**src/hdl/psr_pkg.sv**
```systemverilog
// ----------------------------------------------------------------------------
// psr_pkg
// Shared types and codes of the per-sender in-order resequencer.
// ----------------------------------------------------------------------------
package psr_pkg;

	localparam int SENDER_W = 16;
	localparam int SEQ_W    = 31;
	localparam int STATUS_W = 3;
	localparam int CFG_W    = 5;

	// result status codes
	localparam logic [STATUS_W-1:0] ST_DELIVERED = 3'd0;
	localparam logic [STATUS_W-1:0] ST_BUFFERED  = 3'd1;
	localparam logic [STATUS_W-1:0] ST_BAD_SNDR  = 3'd2;
	localparam logic [STATUS_W-1:0] ST_BEYOND    = 3'd3;
	localparam logic [STATUS_W-1:0] ST_STALE     = 3'd4;

	// output queue geometry
	localparam int OQ_DEPTH = 4;
	localparam int OQ_PW    = 2;

	// classified input word, front to back
	typedef struct packed {
		logic                bad;
		logic [SENDER_W-1:0] sender;
		logic [SEQ_W-1:0]    seq;
		logic [SEQ_W-1:0]    handle;
	} item_t;

	// result word, back to output queue
	typedef struct packed {
		logic [STATUS_W-1:0] status;
		logic [SENDER_W-1:0] sender;
		logic [SEQ_W-1:0]    seq;
		logic [SEQ_W-1:0]    handle;
		logic                last;
	} result_t;

	// back end to output queue
	typedef struct packed {
		logic    push;
		result_t data;
	} oq_wr_t;

endpackage

```
**src/hdl/psr_outq.sv**
```systemverilog
// ----------------------------------------------------------------------------
// psr_outq
// Small result queue between the back end and the result ports.
// ----------------------------------------------------------------------------
module psr_outq import psr_pkg::*; (
	input  logic    clk,
	input  logic    arst_n,
	input  oq_wr_t  oq_wr,
	output logic    oq_full,
	output logic    empty,
	input  logic    pop,
	output result_t dout
);

	result_t         ent_q [OQ_DEPTH];
	logic [OQ_PW-1:0] wr_ptr_q;
	logic [OQ_PW-1:0] rd_ptr_q;
	logic [OQ_PW:0]   cnt_q;
	logic             wr;
	logic             rd;

	assign oq_full = (cnt_q == (OQ_PW+1)'(OQ_DEPTH));
	assign empty   = (cnt_q == '0);
	assign wr      = oq_wr.push && !oq_full;
	assign rd      = pop && !empty;
	assign dout    = ent_q[rd_ptr_q];

	always_ff @(posedge clk or negedge arst_n) begin
		if (!arst_n) begin
			wr_ptr_q <= '0;
			rd_ptr_q <= '0;
			cnt_q    <= '0;
		end else begin
			if (wr) begin
				wr_ptr_q <= wr_ptr_q + 1'b1;
			end
			if (rd) begin
				rd_ptr_q <= rd_ptr_q + 1'b1;
			end
			cnt_q <= cnt_q + (OQ_PW+1)'(wr) - (OQ_PW+1)'(rd);
		end
	end

	always_ff @(posedge clk) begin
		if (wr) begin
			ent_q[wr_ptr_q] <= oq_wr.data;
		end
	end

endmodule

```
**config.mk**
```make
export PLATFORM = sky130hd
export DESIGN_NAME = psr_outq
export DESIGN_NICKNAME = d
export VERILOG_FILES = /design/src/hdl/psr_pkg.sv /design/src/hdl/psr_outq.sv
export SDC_FILE = /design/constraint.sdc
export NUM_CORES = 1
export LEC_CHECK = 0
export BUFFER_PORTS_ARGS = -buffer_cell sky130_fd_sc_hd__buf_2
export CORE_ASPECT_RATIO = 1.2
export CORE_MARGIN = 4
export CORE_UTILIZATION = 51
export CTS_CLUSTER_DIAMETER = 50
export DETAILED_ROUTE_END_ITERATION = 16
export PLACE_DENSITY = 0.86
export SYNTH_ARGS = -nofsm -noshare
export SYNTH_HDL_FRONTEND = slang
export SYNTH_SLANG_ARGS = --single-unit
export TNS_END_PERCENT = 20
```
**constraint.sdc**
```tcl
create_clock -name clk -period 3 [get_ports clk]
set_input_delay 0.3 -clock clk [delete_from_list [all_inputs] [get_ports clk]]
set_output_delay 0.3 -clock clk [all_outputs]
set_load 0.05 [all_outputs]
```
==> results by group <==
Run status
  – Status: complete, no violations

Synthesis
  – Post-synthesis sequential area ratio: between 80 and 90%
  – Area leader, netlist: edfxtp_1
  – Yosys reg bits: 335
  – Ranking of synthesized cells by area: edfxtp_1 (80%), mux4_2 (15%), dfrtp_1 (1.4%)
  – Synth Warn #: 0
  – Mapped cell area: 0.0123 mm²
  – Mapped Cells: between 400 and 500
  – Mean post-synth cell area: roughly 26 µm²
  – Distinct cells, synth: 20
  – Total nets after synthesis: around 560
  – Top cell type's share of synthesized area: 80.1%

Global routing
  – Global Route Usage Sum: between 15 and 20%
  – Vias in the first global route: approximately 6000
  – First-pass GRT wire length: about 35 mm
  – Largest net degree at the start of global routing: 38
  – Gr ovfl total: 0
  – Initial antenna violation count: 1

Clock network
  – Clock input transition at the sequential cells of the worst setup and hold paths: 0.06 ns
  – CTS root buf: clkbuf_16
  – # resized after CTS: 0
  – CTS tree: built
  – CTS Buffer Depth: 3
  – Clk_lat worst skew: approximately 0.50 ns
  – CTS Buf Count: 34
  – Clock Sinks: ~340
  – H-tree Lvls: 2

Critical path
  – Reg2Reg Setup Slack: 0.73 ns
  – Critical Path AT: 2.28 ns
  – FF-to-FF End: cnt_q[2]
  – Setup crit end kind: output pin
  – Startpoint Class: flop
  – R2r startpoint: cnt_q[1]
  – Worst EP required: 2.70 ns
  – Worst reg2reg path depth: 8
  – CP Capture Point: dout[2]
  – Crit Path Max Fanout: 37
  – Setup crit start: rd_ptr_q[1]
  – CP Class: reg2out

Min path
  – Worst Hold Class: in2reg

Cells and area
  – Layout Nets: 775
  – Area of the multi-input gates: approximately 0.0021 mm²
  – Area grow syn2layout: 20.0%
  – Share of cells above drive strength 1: 45.3%
  – Reg area: ~0.01 mm²
  – Fillers: 1572

Power
  – Power per cell area: 1140 mW/mm²
  – VDD IR max: 0.752 mV
  – LEAKAGE: 5.06 nW
  – Final Total Pwr: 0.0169 W

Flow run
  – Max cap viols: 0

Route
  – Final ANT Viol Nets: 0
  – Pre-antenna DRT Iters: 4
  – Via count: approximately 5700
  – DRC: 0
  – Routed wire length: 23.1 mm
  – Drt initial violations: 330
  – Vias per cell: 5.55
  – WL per Instance: 22.5 µm

STA
  – Final hold violations: 0
  – Crit path time final: approximately 2.6 ns
  – Final setup vio count: 0
  – Final Skew: 0.0204 ns
  – Hold WS: around 0.023 ns
  – Slew headroom: a little over half
  – Final Cycle Share: 86.1%
  – Worst slew pin tran: 0.701 ns
  – Slew Limit Fails: 0
  – RSZ-0062 raised after global routing: no
  – Maximum clock rate: 0.387 GHz

Floorplanning
  – Die W: 150 µm
  – # rows: 62
  – Initial Util: 51.6%
  – Core ar.: 0.0238 mm²
  – IO Pins: 170
  – Die Area: 0.0267 mm²
  – DIE HEIGHT: 178 µm

Place
  – Final HPWL DP: 14.7 mm
  – I/O Buffers: roughly 170
  – Placer Congestion: roughly 0.77
==> synth_stat cells <==
library cell and n:
mux4_2 82, ha_1 6, edfxtp_1 328, clkbuf_1 1
o31ai_1 1, inv_1 6, nor3b_2 1, buf_4 2
nor3_1 1, buf_6 7, and3b_1 4, nand4bb_1 2
o211ai_1 2, fa_1 1, nand2b_1 4, dfrtp_1 7
buf_2 8, o311ai_0 1, xnor2_1 4, nand2_1 1
==> routing by layer <==
| metal | vias to the layer above | global-route usage (%) | wire length, µm |
|---|---|---|---|
| met2 | 216 | 29.6 | 12300 |
| met4 | 0 | 5.30 | 558 |
| li1 | 2455 | - | - |
| met1 | 2982 | 23.0 | 8690 |
| met5 | - | 0 | 0 |
| met3 | 44 | 3.76 | 1570 |
==> flip-flops by register name (all words and copies together) (netlist names) <==
name      flops
cnt_q         3
ent_q       328
rd_ptr_q      2
wr_ptr_q      2
==> area by class of cell <==
cell class                 count  area share (%)
antenna                        1          0.0170
clock buffer                  41            6.09
clock inverter                19           0.891
inverter                       6           0.153
multi-input combinational    110            14.4
sequential                   335            68.0
tap                          320            2.71
timing repair buffer         195            7.72
==> critical path: stages, from the launching register on <==
cell and delay (ns):
dfrtp_4 0.79, buf_4 0.41, mux4_2 0.37, buf_2 0.23
==> how the worst min path moves through the flow <==
| stage | startpoint | endpoint | cells past startpoint |
|---|---|---|---|
| 6_report | oq_wr[57] | ent_q[2][57] | 1 |
| 5_1_grt | oq_wr[57] | ent_q[2][57] | 1 |
| 4_1_cts | oq_wr[29] | ent_q[3][29] | 1 |
| 3_5_place_dp | arst_n | cnt_q[0] | 1 |
| 3_3_place_gp | arst_n | cnt_q[0] | 1 |
| 2_1_floorplan | arst_n | cnt_q[0] | 0 |
==> timing repair <==
action | 4_1_cts | 5_1_grt
hold endpoints to repair | 30 | 2
setup buffers | 0 | 0
hold buffers | 8 | 1
==> cell families after synthesis <==
logic type	after synthesis	synth area share (%)
flip-flops	335	81.5
XOR/XNOR	4	0.285
multiplexers	82	15.0
AO/OA/AOI/OAI	4	0.254
adder cells (fa/ha/maj)	7	0.773
AND/OR/NAND/NOR	13	0.844
buffers and inverters	24	1.30
==> placed cells by master (no fill, tap or decap), drive strengths merged <==
| cell | instances |
|---|---|
| dfrtp | 7 |
| dlygate4sd3 | 9 |
| nor3 | 1 |
| and3b | 4 |
| clkbuf | 41 |
| inv | 8 |
| clkinv | 16 |
| buf | 186 |
| o311ai | 1 |
| fa | 1 |
| xnor2 | 4 |
| bufinv | 1 |
| ha | 6 |
| nand4bb | 2 |
| nand2b | 4 |
| o31ai | 1 |
| o211ai | 2 |
| mux4 | 82 |
| nor3b | 1 |
| diode | 1 |
| nand2 | 1 |
| edfxtp | 328 |
==> per-stage QoR <==
stage | cell area [µm²] | worst slack [ns] | instances | setup TNS (ns) | utilization, %
floorplan | 12300 | -0.225 | 469 | -55.41 | -
global placement | 13600 | 0.831 | 957 | 0 | 57.2
detailed placement | 13600 | 0.740 | 957 | 0 | 57.2
CTS | 14700 | 0.342 | 1025 | 0 | 61.9
global route | 14800 | 0.308 | 1027 | 0 | 61.9
finish | 14800 | 0.416 | 1027 | 0 | 61.9
==> where the power goes <==
group / internal [W] / switching (W) / total [W]
Clock: 0.00223 / 0.00163 / 0.00386
Combinational: 0.00200 / 0.00444 / 0.00644
Sequential: 0.00617 / 0.000409 / 0.00658
(Power assumes the default switching activity.)
