$ cat src/hdl/psr_pkg.sv
// ----------------------------------------------------------------------------
// psr_pkg
// Shared types and codes of the per-sender in-order resequencer.
// ----------------------------------------------------------------------------
package psr_pkg;

	localparam int SENDER_W = 16;
	localparam int SEQ_W    = 31;
	localparam int STATUS_W = 3;
	localparam int CFG_W    = 5;

	// result status codes
	localparam logic [STATUS_W-1:0] ST_DELIVERED = 3'd0;
	localparam logic [STATUS_W-1:0] ST_BUFFERED  = 3'd1;
	localparam logic [STATUS_W-1:0] ST_BAD_SNDR  = 3'd2;
	localparam logic [STATUS_W-1:0] ST_BEYOND    = 3'd3;
	localparam logic [STATUS_W-1:0] ST_STALE     = 3'd4;

	// output queue geometry
	localparam int OQ_DEPTH = 4;
	localparam int OQ_PW    = 2;

	// classified input word, front to back
	typedef struct packed {
		logic                bad;
		logic [SENDER_W-1:0] sender;
		logic [SEQ_W-1:0]    seq;
		logic [SEQ_W-1:0]    handle;
	} item_t;

	// result word, back to output queue
	typedef struct packed {
		logic [STATUS_W-1:0] status;
		logic [SENDER_W-1:0] sender;
		logic [SEQ_W-1:0]    seq;
		logic [SEQ_W-1:0]    handle;
		logic                last;
	} result_t;

	// back end to output queue
	typedef struct packed {
		logic    push;
		result_t data;
	} oq_wr_t;

endpackage

$ cat src/hdl/psr_front.sv
// ----------------------------------------------------------------------------
// psr_front
// Accepts input words, flags bad senders and holds them in a two-word queue.
// ----------------------------------------------------------------------------
module psr_front import psr_pkg::*; #(
	parameter int MAX_SENDERS = 16
) (
	input  logic                clk,
	input  logic                arst_n,
	input  logic                push,
	output logic                full,
	input  logic [SENDER_W-1:0] sender,
	input  logic [SEQ_W-1:0]    seq,
	input  logic [SEQ_W-1:0]    msg_handle,
	input  logic                cfg_we,
	input  logic [CFG_W-1:0]    cfg_wdata,
	input  logic                take,
	output logic                avail,
	output item_t               item
);

	localparam logic [SENDER_W:0] MAX_X = (SENDER_W+1)'(MAX_SENDERS);

	logic [CFG_W-1:0]    active_q;
	item_t               ent_q [2];
	logic                wr_ptr_q;
	logic                rd_ptr_q;
	logic [1:0]          cnt_q;
	logic [SENDER_W:0]   act_x;
	logic [SENDER_W:0]   limit;
	logic                acc;
	item_t               in_item;

	assign act_x = (SENDER_W+1)'(active_q);
	assign limit = (act_x < MAX_X) ? act_x : MAX_X;
	assign acc   = push && !full;
	assign full  = (cnt_q == 2'd2);
	assign avail = (cnt_q != 2'd0);
	assign item  = ent_q[rd_ptr_q];

	always_comb begin
		in_item.bad    = ({1'b0, sender} >= limit);
		in_item.sender = sender;
		in_item.seq    = seq;
		in_item.handle = msg_handle;
	end

	always_ff @(posedge clk or negedge arst_n) begin
		if (!arst_n) begin
			active_q <= CFG_W'(16);
			wr_ptr_q <= 1'b0;
			rd_ptr_q <= 1'b0;
			cnt_q    <= 2'd0;
		end else begin
			if (cfg_we) begin
				active_q <= cfg_wdata;
			end
			if (acc) begin
				wr_ptr_q <= ~wr_ptr_q;
			end
			if (take) begin
				rd_ptr_q <= ~rd_ptr_q;
			end
			cnt_q <= cnt_q + 2'(acc) - 2'(take);
		end
	end

	always_ff @(posedge clk) begin
		if (acc) begin
			ent_q[wr_ptr_q] <= in_item;
		end
	end

endmodule

$ cat config.mk
export PLATFORM = sky130hd
export DESIGN_NAME = psr_front
export DESIGN_NICKNAME = d
export VERILOG_FILES = /design/src/hdl/psr_pkg.sv /design/src/hdl/psr_front.sv
export SDC_FILE = /design/constraint.sdc
export NUM_CORES = 1
export LEC_CHECK = 0
export BUFFER_PORTS_ARGS = -buffer_cell sky130_fd_sc_hd__buf_4
export CORE_MARGIN = 10
export CORE_UTILIZATION = 46
export CTS_CLUSTER_DIAMETER = 60
export DETAILED_ROUTE_END_ITERATION = 8
export GPL_TIMING_DRIVEN = 0
export PLACE_DENSITY = 0.81
export SETUP_SLACK_MARGIN = 0.5
export SYNTH_ARGS = -nofsm -noshare
export SYNTH_HDL_FRONTEND = slang
export SYNTH_SLANG_ARGS = --single-unit
$ cat constraint.sdc
create_clock -name clk -period 6 [get_ports clk]
set_input_delay 0 -clock clk [delete_from_list [all_inputs] [get_ports clk]]
set_output_delay 0 -clock clk [all_outputs]
set_load 0.02 [all_outputs]
==> summary.txt, run 1 <==
Synth
  – Area share of the largest cell type after synthesis: 71.6%
  – Largest family of logic cells by synthesized area: multiplexers
  – Syn Inst Count: between 200 and 300
  – Synth area leaders: edfxtp_1, mux2_4, dfrtp_1
  – Synth Area in Adders: 1.32%
  – Post-synthesis compound-gate area fraction: 0.566%
  – Syn nets: between 300 and 400
  – Post-Synth XOR/XNOR Area: 0.529%
  – Mux contribution to synthesized area: 18.6%
  – Main synth FF type: edfxtp_1
  – Simple logic cell fraction of the synthesized area: 1.19%
  – Sequential area share after synthesis: between 70 and 80%
  – Post-synth EDFFs: between 150 and 200
  – Synth cell types: 22
  – Mean post-synth cell area: 22.5 um2
  – Ys Warns: 0
  – Synth top cells by count: edfxtp_1, mux2_4, buf_12, dfrtp_1, ha_1
  – Register bit total from synthesis: 167
  – Area of the mapped netlist: between 0.006 and 0.007 mm2
  – Count leader, synth: edfxtp_1
  – Async S/R FF share, synth: 5.39%
  – Yosys top cell by area: edfxtp_1

Clocking
  – Clock Tree Buf Depth: 2
  – Clk slew on worst S/H paths: ~0.06 ns
  – # hold bufs at CTS: 88
  – TritonCTS clock tree: built
  – Clock sink count: 167
  – Num CTS Buffers: 17
  – PostCTS Resize Cnt: 0
  – H-tree depth: 4
  – Post-CTS Setup Inserts: 0
  – Root buffer cell: clkbuf_16
  – Clk Latency, worst-skew pair: between 0.4 and 0.5 ns

Floorplan
  – Starting Density: 47.4%
  – Die Span X: 140 um
  – IO Pins: 169
  – Die Footprint: 0.0196 mm2
  – Chip height: 140 um
  – Core ar.: 0.0140 mm2
  – Row count: 43

Worst setup path
  – Max stage delay on crit path: 0.71 ns
  – Slowest cell on crit path: nor2_4
  – Reg2Reg Setup Slack: between 3 and 4 ns
  – WP data required: 6.11 ns
  – Critical path cell sequence: nand2b_1 -> nand2_1 -> nor2_4 -> buf_12
  – R2R depth: 4
  – CP Launch Type: flop
  – Critical path's top delay family: simple AND/OR/NAND/NOR gates
  – R2R Path Start: cnt_q[1]
  – Worst EP arrival: 2.19 ns
  – CP Class: reg -> reg
  – Crit Path Max Fanout: 32
  – WP buf/inv: 1
  – Crit path capture type: flop
  – R2R Path End: ent_q[0][30]

Pwr
  – Switching power: 0.00139 W
  – Power per cell area: 471 mW/mm2
  – Sequential Power Share: 36.4%
  – Combinational power share: 40.4%
  – Clock share of power: 23.1%
  – Static Leak: 3.91 nW
  – Switch share: 30.6%
  – Peak supply drop: 0.378 mV
  – Internal power: 0.00315 W
  – Design Power: 0.00454 W

Drt
  – Routed Wire Length: 15.0 mm
  – First-pass DRT Iterations: 4
  – WL/cell: 19.6 um
  – Via/cell ratio: roughly 4.8
  – DRC: 0
  – Antenna Nets Post-Route: 0
  – Via count: between 3,000 and 4,000
  – Drt first-iter violations: about 150

Timing
  – Worst-Margin Slew: roughly 0.89 ns
  – Slew margin rel.: 40.6%
  – Final max-slew violation count: 0
  – F_max: 480 MHz
  – Setup TNS: 0 ns
  – Fin crit period: 2.08 ns
  – Period utilization: about a third
  – Final setup viols: 0
  – Layout Skew: 0.0177 ns
  – RSZ-0062 raised after global routing: false
  – Hold Vio Cnt, Final: 0
  – Post-route setup slack: approximately 4 ns

Global route
  – Vias in the first global route: about 4,100
  – Initial antenna violation count: 0
  – Overflow after GRT: 0
  – Total track usage: 15.1%
  – First-pass GRT wire length: ~23 mm
  – Largest net degree at the start of global routing: between 40 and 50

Final layout
  – Fraction of layout cells with a size suffix above 1: 50.4%
  – Design area: 0.00965 mm2
  – P&R area growth vs syn: 45.6%
  – Diode count: 0
  – NumNets Final: 667

Placed design
  – DP HPWL: 9.75 mm
  – Setup WS pre-CTS: 3.97 ns
  – IO Port Bufs: 168
  – Area post-placement: approximately 0.0082 mm2
  – GP Congestion: 0.775

Run
  – Max cap viols: 0

Min path
  – Worst min-delay path class: in -> async

Run status
  – Status: completed
metrics by stage:
stage	util [%]	hold slack, ns	cells
CTS	69.0	0.0381	765
finish	69.0	0.0612	765
global placement	58.0	-0.173	642
global route	69.0	0.0600	765
detailed placement	58.6	-0.168	645
floorplan	-	-0.296	294
layout make-up:
class	count	area (um2)
Multi-Input combinational cell	114	1480
Timing Repair Buffer	259	2210
Buffer	9	171
Tap cell	180	225
Clock inverter	8	100
Clock buffer	24	472
Inverter	4	15.0
Fill cell	873	4340
Sequential cell	167	4970
per-layer routing:
metal  routed length [um]  GRT usage [%]  part of all wire [%]
met1                 5760           16.4                    38
met2                 8080           26.3                    54
met3                  932           5.61                   6.2
met4                  232           5.87                   1.5
met5                    0              0                     0
worst register-to-register path, delay by kind of cell (launching register included):
family,cells,cell delay [ns]
simple gates,3,1.02
buf+inv,1,0.30
flops,1,0.42
cell usage in the layout (no fill, tap or decap):
master | netlist | layout
and3_1 | 2 | 1
o21ai_0 | 2 | 2
nor2_4 | 0 | 1
nor4_1 | 3 | 3
inv_1 | 4 | 4
xnor2_1 | 3 | 3
buf_12 | 8 | 10
ha_1 | 7 | 7
clkinv_2 | 0 | 2
clkbuf_8 | 0 | 2
or2_2 | 1 | 1
a2111oi_2 | 1 | 1
nand2b_1 | 2 | 2
buf_6 | 1 | 1
edfxtp_1 | 158 | 158
and3_4 | 0 | 1
buf_4 | 0 | 168
dlygate4sd3_1 | 0 | 88
nand2_1 | 5 | 5
bufinv_16 | 0 | 2
clkbuf_1 | 0 | 5
xor2_1 | 1 | 1
dfstp_2 | 1 | 1
dfrtp_1 | 8 | 8
o21ai_1 | 1 | 1
mux2_2 | 4 | 4
mux2_4 | 79 | 79
clkbuf_16 | 0 | 17
clkinvlp_4 | 0 | 4
o21a_1 | 1 | 1
buf_16 | 0 | 1
nor2b_1 | 1 | 1
registers in the layout, summed over array words and instances, names as in the netlist:
register and flops:
ent_q 158, active_q 5, cnt_q 2, rd_ptr_q 1, wr_ptr_q 1
power by group through the flow:
stage	registers, W	clock network [W]	logic [W]
after global routing	0.00168	0.00112	0.00193
after detailed placement	0.00168	0	0.00180
final	0.00165	0.00105	0.00184
after CTS	0.00166	0.00107	0.00186
after floorplan	0.00168	0	0.00117
after global placement	0.00170	0	0.00174
worst max-delay path by stage:
stage,to,start,slack [ns],cells after the start
global placement,ent_q[0][38],cnt_q[1],-0.06,3
CTS,ent_q[0][30],cnt_q[1],3.95,4
detailed placement,ent_q[0][27],cnt_q[1],3.97,4
floorplan,ent_q[0][0],cnt_q[1],1.60,3
finish,ent_q[0][30],cnt_q[1],3.92,4
global route,ent_q[0][30],cnt_q[1],3.85,4
logic make-up after synthesis:
kind of cell | after synthesis
AO/OA/AOI/OAI | 5
XOR/XNOR | 4
adder cells (fa/ha/maj) | 7
buffers and inverters | 13
flip-flops | 167
multiplexers | 83
AND/OR/NAND/NOR | 15
Power figures use the tool's default switching activity.
==> run 2, diff against run 1 <==
==> constraint.sdc (replaced) <==
create_clock -name clk -period 2 [get_ports clk]
set_input_delay 0 -clock clk [delete_from_list [all_inputs] [get_ports clk]]
set_output_delay 0 -clock clk [all_outputs]
set_load 0.02 [all_outputs]
==> summary.txt, run 2 (synthesis results as in run 1) <==
Run status
  – Status: completed

Worst setup path
  – WP data required: approximately 2.2 ns
  – Crit Path Max Fanout: 5
  – Critical path's top delay family: flip-flops
  – R2R Path End: ent_q[1][78]
  – Max stage delay on crit path: 0.54 ns
  – Critical path cell sequence: inv_1 -> nand2_2 -> ha_4 -> a2111oi_4 -> o21ai_1
  – Critical path launch point: active_q[4]
  – Worst EP arrival: about 1.9 ns
  – Slowest cell on crit path: dfstp_2
  – Reg2Reg Setup Slack: 0.27 ns
  – CP Class: reg -> reg
  – CP Launch Type: flop
  – Crit path capture type: flop
  – R2R Path Start: active_q[4]
  – R2R depth: 5
  – WP buf/inv: 1

Final layout
  – NumNets Final: 689
  – Top reg by flops: ent_q
  – Design area: 0.0105 mm2
  – P&R area growth vs syn: 57.8%
  – Multi-input gate area: 0.00158 mm2
  – Commonest non-fill, non-tap cells in the layout: edfxtp_1, buf_4, dlygate4sd3_1
  – Commonest non-fill, non-tap cell in the layout: edfxtp_1
  – Number of flip-flops in the largest register: between 150 and 200
  – Fraction of layout cells with a size suffix above 1: 54.2%
  – Post-layout util: 74.8%
  – Biggest regs: ent_q: 158 flops, active_q: 5 flops, cnt_q: 2 flops
  – Layout fillers: 744
  – Storage element area: 0.00497 mm2

Clocking
  – TritonCTS clock tree: built
  – Root buffer cell: clkbuf_16
  – Num CTS Buffers: 17
  – Clk slew on worst S/H paths: 0.07 ns
  – H-tree depth: 4
  – Clk Latency, worst-skew pair: roughly 0.42 ns
  – Clock sink count: 167
  – Clock Tree Buf Depth: 2

Drt
  – Via count: 3,873
  – Antenna Nets Post-Route: 0
  – First-pass DRT Iterations: 4
  – Drt first-iter violations: 187
  – Routed Wire Length: around 17 mm
  – DRC: 0
  – Via/cell ratio: 4.91
  – WL/cell: about 22 um

Min path
  – Worst min-delay path class: in -> async

Timing
  – Period utilization: roughly 86%
  – F_max: 580 MHz
  – Hold Vio Cnt, Final: 0
  – Slew margin rel.: around two thirds
  – Final setup viols: 0
  – Setup TNS: 0 ns
  – Post-route setup slack: between 0.2 and 0.3 ns
  – Final max-slew violation count: 0
  – RSZ-0062 raised after global routing: true
  – Layout Skew: around 0.01 ns
  – Fin crit period: 1.73 ns
  – Worst-Margin Slew: 0.498 ns

Floorplan
  – Die Footprint: 0.0196 mm2
  – Die Span X: 140 um
  – Starting Density: 47.4%
  – IO Pins: 169
  – Row count: 43
  – Chip height: 140 um
  – Core ar.: 0.0140 mm2

Placed design
  – GP Congestion: between 0.7 and 0.8
  – Area post-placement: 0.00822 mm2
  – Setup WS pre-CTS: slightly above 0.2 ns
  – DP HPWL: roughly 9.4 mm
  – IO Port Bufs: 168

Pwr
  – Design Power: 0.0155 W
  – Peak supply drop: 1.01 mV
  – Static Leak: 4.26 nW
  – Power per cell area: 1480 mW/mm2

Global route
  – Vias in the first global route: 4,214
  – Initial antenna violation count: 1
  – Overflow after GRT: 0
  – Total track usage: between 10% and 20%
  – Largest net degree at the start of global routing: 44
  – First-pass GRT wire length: 23.2 mm

Run
  – Max cap viols: 0
## run 2: worst max path at each step
stage          cells past startpoint  slack [ns]      endpoint
5_1_grt                            5        0.23  ent_q[1][78]
6_report                           5        0.27  ent_q[1][78]
2_1_floorplan                      3       -0.19   ent_q[0][0]
4_1_cts                            5        0.30  ent_q[1][78]
3_3_place_gp                       3       -0.80   ent_q[0][9]
3_5_place_dp                       3        0.20  ent_q[1][14]
## run 2: power breakdown
part / internal, W / total [W] / switching (W) / leakage (nW)
Combinational: 0.00390 / 0.00701 / 0.00311 / 2.39
Sequential: 0.00475 / 0.00501 / 0.000261 / 1.57
Clock: 0.00220 / 0.00350 / 0.00129 / 0.303
Total: 0.0109 / 0.0155 / 0.00467 / 4.26
## run 2: area by class of cell
| cell class | instances | area share [%] |
|---|---|---|
| flip-flops and latches | 167 | 47.5 |
| repair buffers | 280 | 27.3 |
| multi-input cells | 115 | 15.1 |
| clock buffers | 18 | 4.10 |
| well taps | 180 | 2.15 |
| clock inverters | 14 | 1.95 |
| plain buffers | 9 | 1.72 |
| inverters | 4 | 0.144 |
| diodes | 1 | 0.0239 |
## run 2: timing repair
action,CTS,global route
resized for setup,9,80
endpoints found under the hold margin,172,0
gates cloned,2,10
buffers inserted,8,2
pin swaps,5,5
endpoints found under the setup margin,240,95
hold buffers,88,0
## run 2: metrics by stage
stage,hold WS (ns),cells
floorplan,-0.296,294
global placement,-0.173,642
detailed placement,-0.170,645
CTS,0.0316,775
global route,0.0790,788
finish,0.0808,788
## run 2: per-layer routing
| metal | global-route usage, % | share of wire (%) |
|---|---|---|
| met1 | 16.1 | 36 |
| met4 | 5.43 | 1.9 |
| met3 | 5.38 | 5.9 |
| met2 | 27.5 | 56 |
| met5 | 0 | 0 |
==> run 3, diff against run 2 <==
--- a/config.mk
+++ b/config.mk
@@ -8,6 +8,7 @@
 export BUFFER_PORTS_ARGS = -buffer_cell sky130_fd_sc_hd__buf_4
 export CORE_MARGIN = 10
 export CORE_UTILIZATION = 46
+export CTS_BUF_LIST = sky130_fd_sc_hd__clkbuf_2
 export CTS_CLUSTER_DIAMETER = 60
 export DETAILED_ROUTE_END_ITERATION = 8
 export GPL_TIMING_DRIVEN = 0
==> summary.txt, run 3 <==
Synth
  – Async S/R FF share, synth: ~5.4%
  – Ys Warns: 0
  – Post-synth EDFFs: between 150 and 200
  – Syn Inst Count: 294
  – Count leader, synth: edfxtp_1
  – Yosys top cell by area: edfxtp_1
  – Mean post-synth cell area: 22.5 um2
  – Area share of the largest cell type after synthesis: 71.6%
  – Synth cell types: 22
  – Main synth FF type: edfxtp_1
  – Sequential area share after synthesis: 75.0%
  – Synth top cells by count: edfxtp_1, mux2_4, buf_12, dfrtp_1, ha_1
  – Syn nets: 389
  – Synth area leaders: edfxtp_1, mux2_4, dfrtp_1
  – Area of the mapped netlist: between 0.006 and 0.007 mm2
  – Register bit total from synthesis: 167

Floorplan
  – Row count: 43
  – Chip height: approximately 140 um
  – Die Span X: 140 um
  – IO Pins: 169
  – Starting Density: 47.4%

Clocking
  – PostCTS Resize Cnt: ~110
  – H-tree depth: 4
  – Clock Tree Buf Depth: 2
  – Clock sink count: 167
  – Root buffer cell: clkbuf_2
  – Post-CTS Setup Inserts: 15
  – Num CTS Buffers: 17
  – # hold bufs at CTS: 140

Run status
  – Status: aborted with a tool error
  – First Err: [ERROR RSZ-0060] Max buffer count reached.
  – Halt Stage: 4_1_cts

Placed design
  – DP HPWL: 9.44 mm
  – IO Port Bufs: around 170
  – GP Congestion: 0.767
## run 3: cell counts after synthesis
No cell type changed its count.
## run 3: stage by stage
stage	area, um2	setup WS (ns)	setup TNS (ns)	cells	util, %
floorplan	6660	-0.190	-15.02	294	-
global placement	8150	-0.804	-99.74	642	58.2
detailed placement	8220	0.203	0	645	58.7
## run 3: kinds of logic after synthesis
logic type / count (synthesis) / share of synthesized area (%)
multiplexers: 83 / 18.6
flip-flops: 167 / 75.0
AO/OA/AOI/OAI: 5 / 0.566
AND/OR/NAND/NOR: 15 / 1.19
adder cells (fa/ha/maj): 7 / 1.32
buffers and inverters: 13 / 2.81
XOR/XNOR: 4 / 0.529
==> run 4, diff against run 3 <==
==> config.mk (replaced) <==
export PLATFORM = sky130hd
export DESIGN_NAME = psr_front
export DESIGN_NICKNAME = d
export VERILOG_FILES = /design/src/hdl/psr_pkg.sv /design/src/hdl/psr_front.sv
export SDC_FILE = /design/constraint.sdc
export NUM_CORES = 1
export LEC_CHECK = 0
export BUFFER_PORTS_ARGS = -buffer_cell sky130_fd_sc_hd__buf_4
export CORE_MARGIN = 10
export CORE_UTILIZATION = 31
export DETAILED_ROUTE_END_ITERATION = 8
export GPL_TIMING_DRIVEN = 0
export PLACE_DENSITY_LB_ADDON = 0.15
export SYNTH_ARGS = -nofsm -noshare
export SYNTH_HDL_FRONTEND = slang
export SYNTH_SLANG_ARGS = --single-unit
==> summary.txt, run 4 (synthesis results as in run 1) <==
Timing
  – F_max: 566 MHz
  – Layout Skew: 0.0113 ns
  – Fin crit period: 1.77 ns
  – Final setup viols: 0
  – Worst-Margin Slew: 0.744 ns
  – Min Hold Slack: ~0.057 ns
  – Hold Vio Cnt, Final: 0
  – RSZ-0062 raised after global routing: false
  – Slew margin rel.: 50.3%
  – Period utilization: 88.3%
  – Setup TNS: 0 ns
  – Final max-slew violation count: 0

Global route
  – Largest net degree at the start of global routing: 53
  – Initial antenna violation count: 0
  – Gr busiest metal: met2
  – Vias in the first global route: a little over 4,000
  – Total track usage: 10.5%
  – Met1 GRT Util: 13.0%
  – Met3 usage in global routing: 3.60%
  – Met2 Use GR: 16.7%
  – First-pass GRT wire length: between 20 and 25 mm
  – Overflow after GRT: 0

Drt
  – First-pass DRT Iterations: 4
  – Drt first-iter violations: 151
  – Antenna Nets Post-Route: 0
  – Via count: around 3,600
  – Routed Wire Length: 14.8 mm
  – WL/cell: 17.1 um
  – DRC: 0
  – Via/cell ratio: ~4.2

Clocking
  – H-tree depth: 4
  – Post-CTS Setup Inserts: 0
  – Clk slew on worst S/H paths: around 0.070 ns
  – Clk Latency, worst-skew pair: 0.42 ns
  – Num CTS Buffers: 17
  – Clock sink count: around 170
  – PostCTS Resize Cnt: 0
  – Clock Tree Buf Depth: 2
  – TritonCTS clock tree: built
  – Root buffer cell: clkbuf_16

Run
  – Max cap viols: 0

Floorplan
  – Starting Density: 31.5%
  – Die Span X: 166 um
  – Chip height: 166 um
  – Row count: 53
  – Die Footprint: 0.0276 mm2
  – IO Pins: 169
  – Core ar.: between 0.02 and 0.025 mm2

Min path
  – Worst min-delay path class: in -> async

Placed design
  – DP HPWL: 10.0 mm
  – Number of cells after detailed placement: 740
  – GP Congestion: 0.743
  – IO Port Bufs: 168

Pwr
  – Design Power: 0.0136 W
  – Power per cell area: 1390 mW/mm2
  – Static Leak: 3.92 nW
  – Peak supply drop: 0.773 mV

Final layout
  – Storage element area: approximately 0.0050 mm2
  – Layout fillers: roughly 1,800
  – Number of flip-flops in the largest register: 158
  – Fraction of layout cells with a size suffix above 1: 51.0%
  – Top reg by flops: ent_q
  – Diode count: 0
  – Biggest regs: ent_q: 158 flops, active_q: 5 flops, cnt_q: 2 flops
  – Commonest non-fill, non-tap cell in the layout: buf_4
  – P&R area growth vs syn: 47.4%
  – NumNets Final: 668
  – Post-layout util: 46.5%
  – Commonest non-fill, non-tap cells in the layout: buf_4, edfxtp_1, dlygate4sd3_1
  – Multi-input gate area: 0.00149 mm2
  – Filler-free cell count of the finished design: 861

Worst setup path
  – Crit path capture type: flop
  – Critical path cell sequence: nor2b_1 -> ha_1 -> nand2b_1 -> a2111oi_2 -> o21ai_1
  – Max stage delay on crit path: 0.53 ns
  – Worst EP arrival: 1.92 ns
  – Crit Path Max Fanout: 2
  – R2R depth: 5
  – Slowest cell on crit path: dfstp_2
  – CP Class: reg -> reg
  – WP data required: 2.15 ns
  – CP Launch Type: flop

Run status
  – Status: completed
==> run 4: worst paths after layout <==
check / start / to / slack [ns]
worst min register to register: cnt_q[1] / cnt_q[1] / 0.50
max in group asynchronous: arst_n / active_q[0] / 1.14
min in group clk: seq[25] / ent_q[1][56] / 0.30
worst max-delay path: active_q[4] / ent_q[0][78] / 0.23
worst max register to register: active_q[4] / ent_q[0][78] / 0.23
worst min-delay path: arst_n / active_q[4] / 0.06
==> run 4: routing by layer <==
layer  up-vias  routed length [um]
met5         -                   0
met1      1782                6570
met2       107                7100
met4         0                 199
met3        13                 893
li1       1717                   -
==> run 4: timing repair <==
| item | 4_1_cts | 5_1_grt |
|---|---|---|
| hold buffers | 88 | 0 |
| setup endpoints to repair | 55 | 0 |
| endpoints found under the hold margin | 172 | 0 |
==> run 4: worst max-delay path: cells and delay by family (launching register included) <==
| kind | cells | cell delay [ns] |
|---|---|---|
| compound gates | 2 | 0.53 |
| fa+ha+maj | 1 | 0.25 |
| flops | 1 | 0.53 |
| simple gates | 2 | 0.20 |
==> run 4: per-stage QoR <==
stage                     cell area (um2)  worst slack [ns]
after floorplan                      6640            -0.190
after global placement               8240             -1.01
after detailed placement             8320           -0.0267
after CTS                            9770             0.190
after global routing                 9770             0.122
final                                9770             0.234
==> run 4: final cells by class <==
| type | count | area share (%) |
|---|---|---|
| sequential | 167 | 50.9 |
| tap | 275 | 3.52 |
| clock inverter | 14 | 1.40 |
| multi-input combinational | 115 | 15.3 |
| timing repair buffer | 259 | 22.6 |
| clock buffer | 18 | 4.39 |
| inverter | 4 | 0.154 |
| buffer | 9 | 1.75 |
==> run 4: where the power goes <==
group          switching (W)  internal (W)
registers           0.000201       0.00475
clock network        0.00142       0.00175
logic                0.00271       0.00280
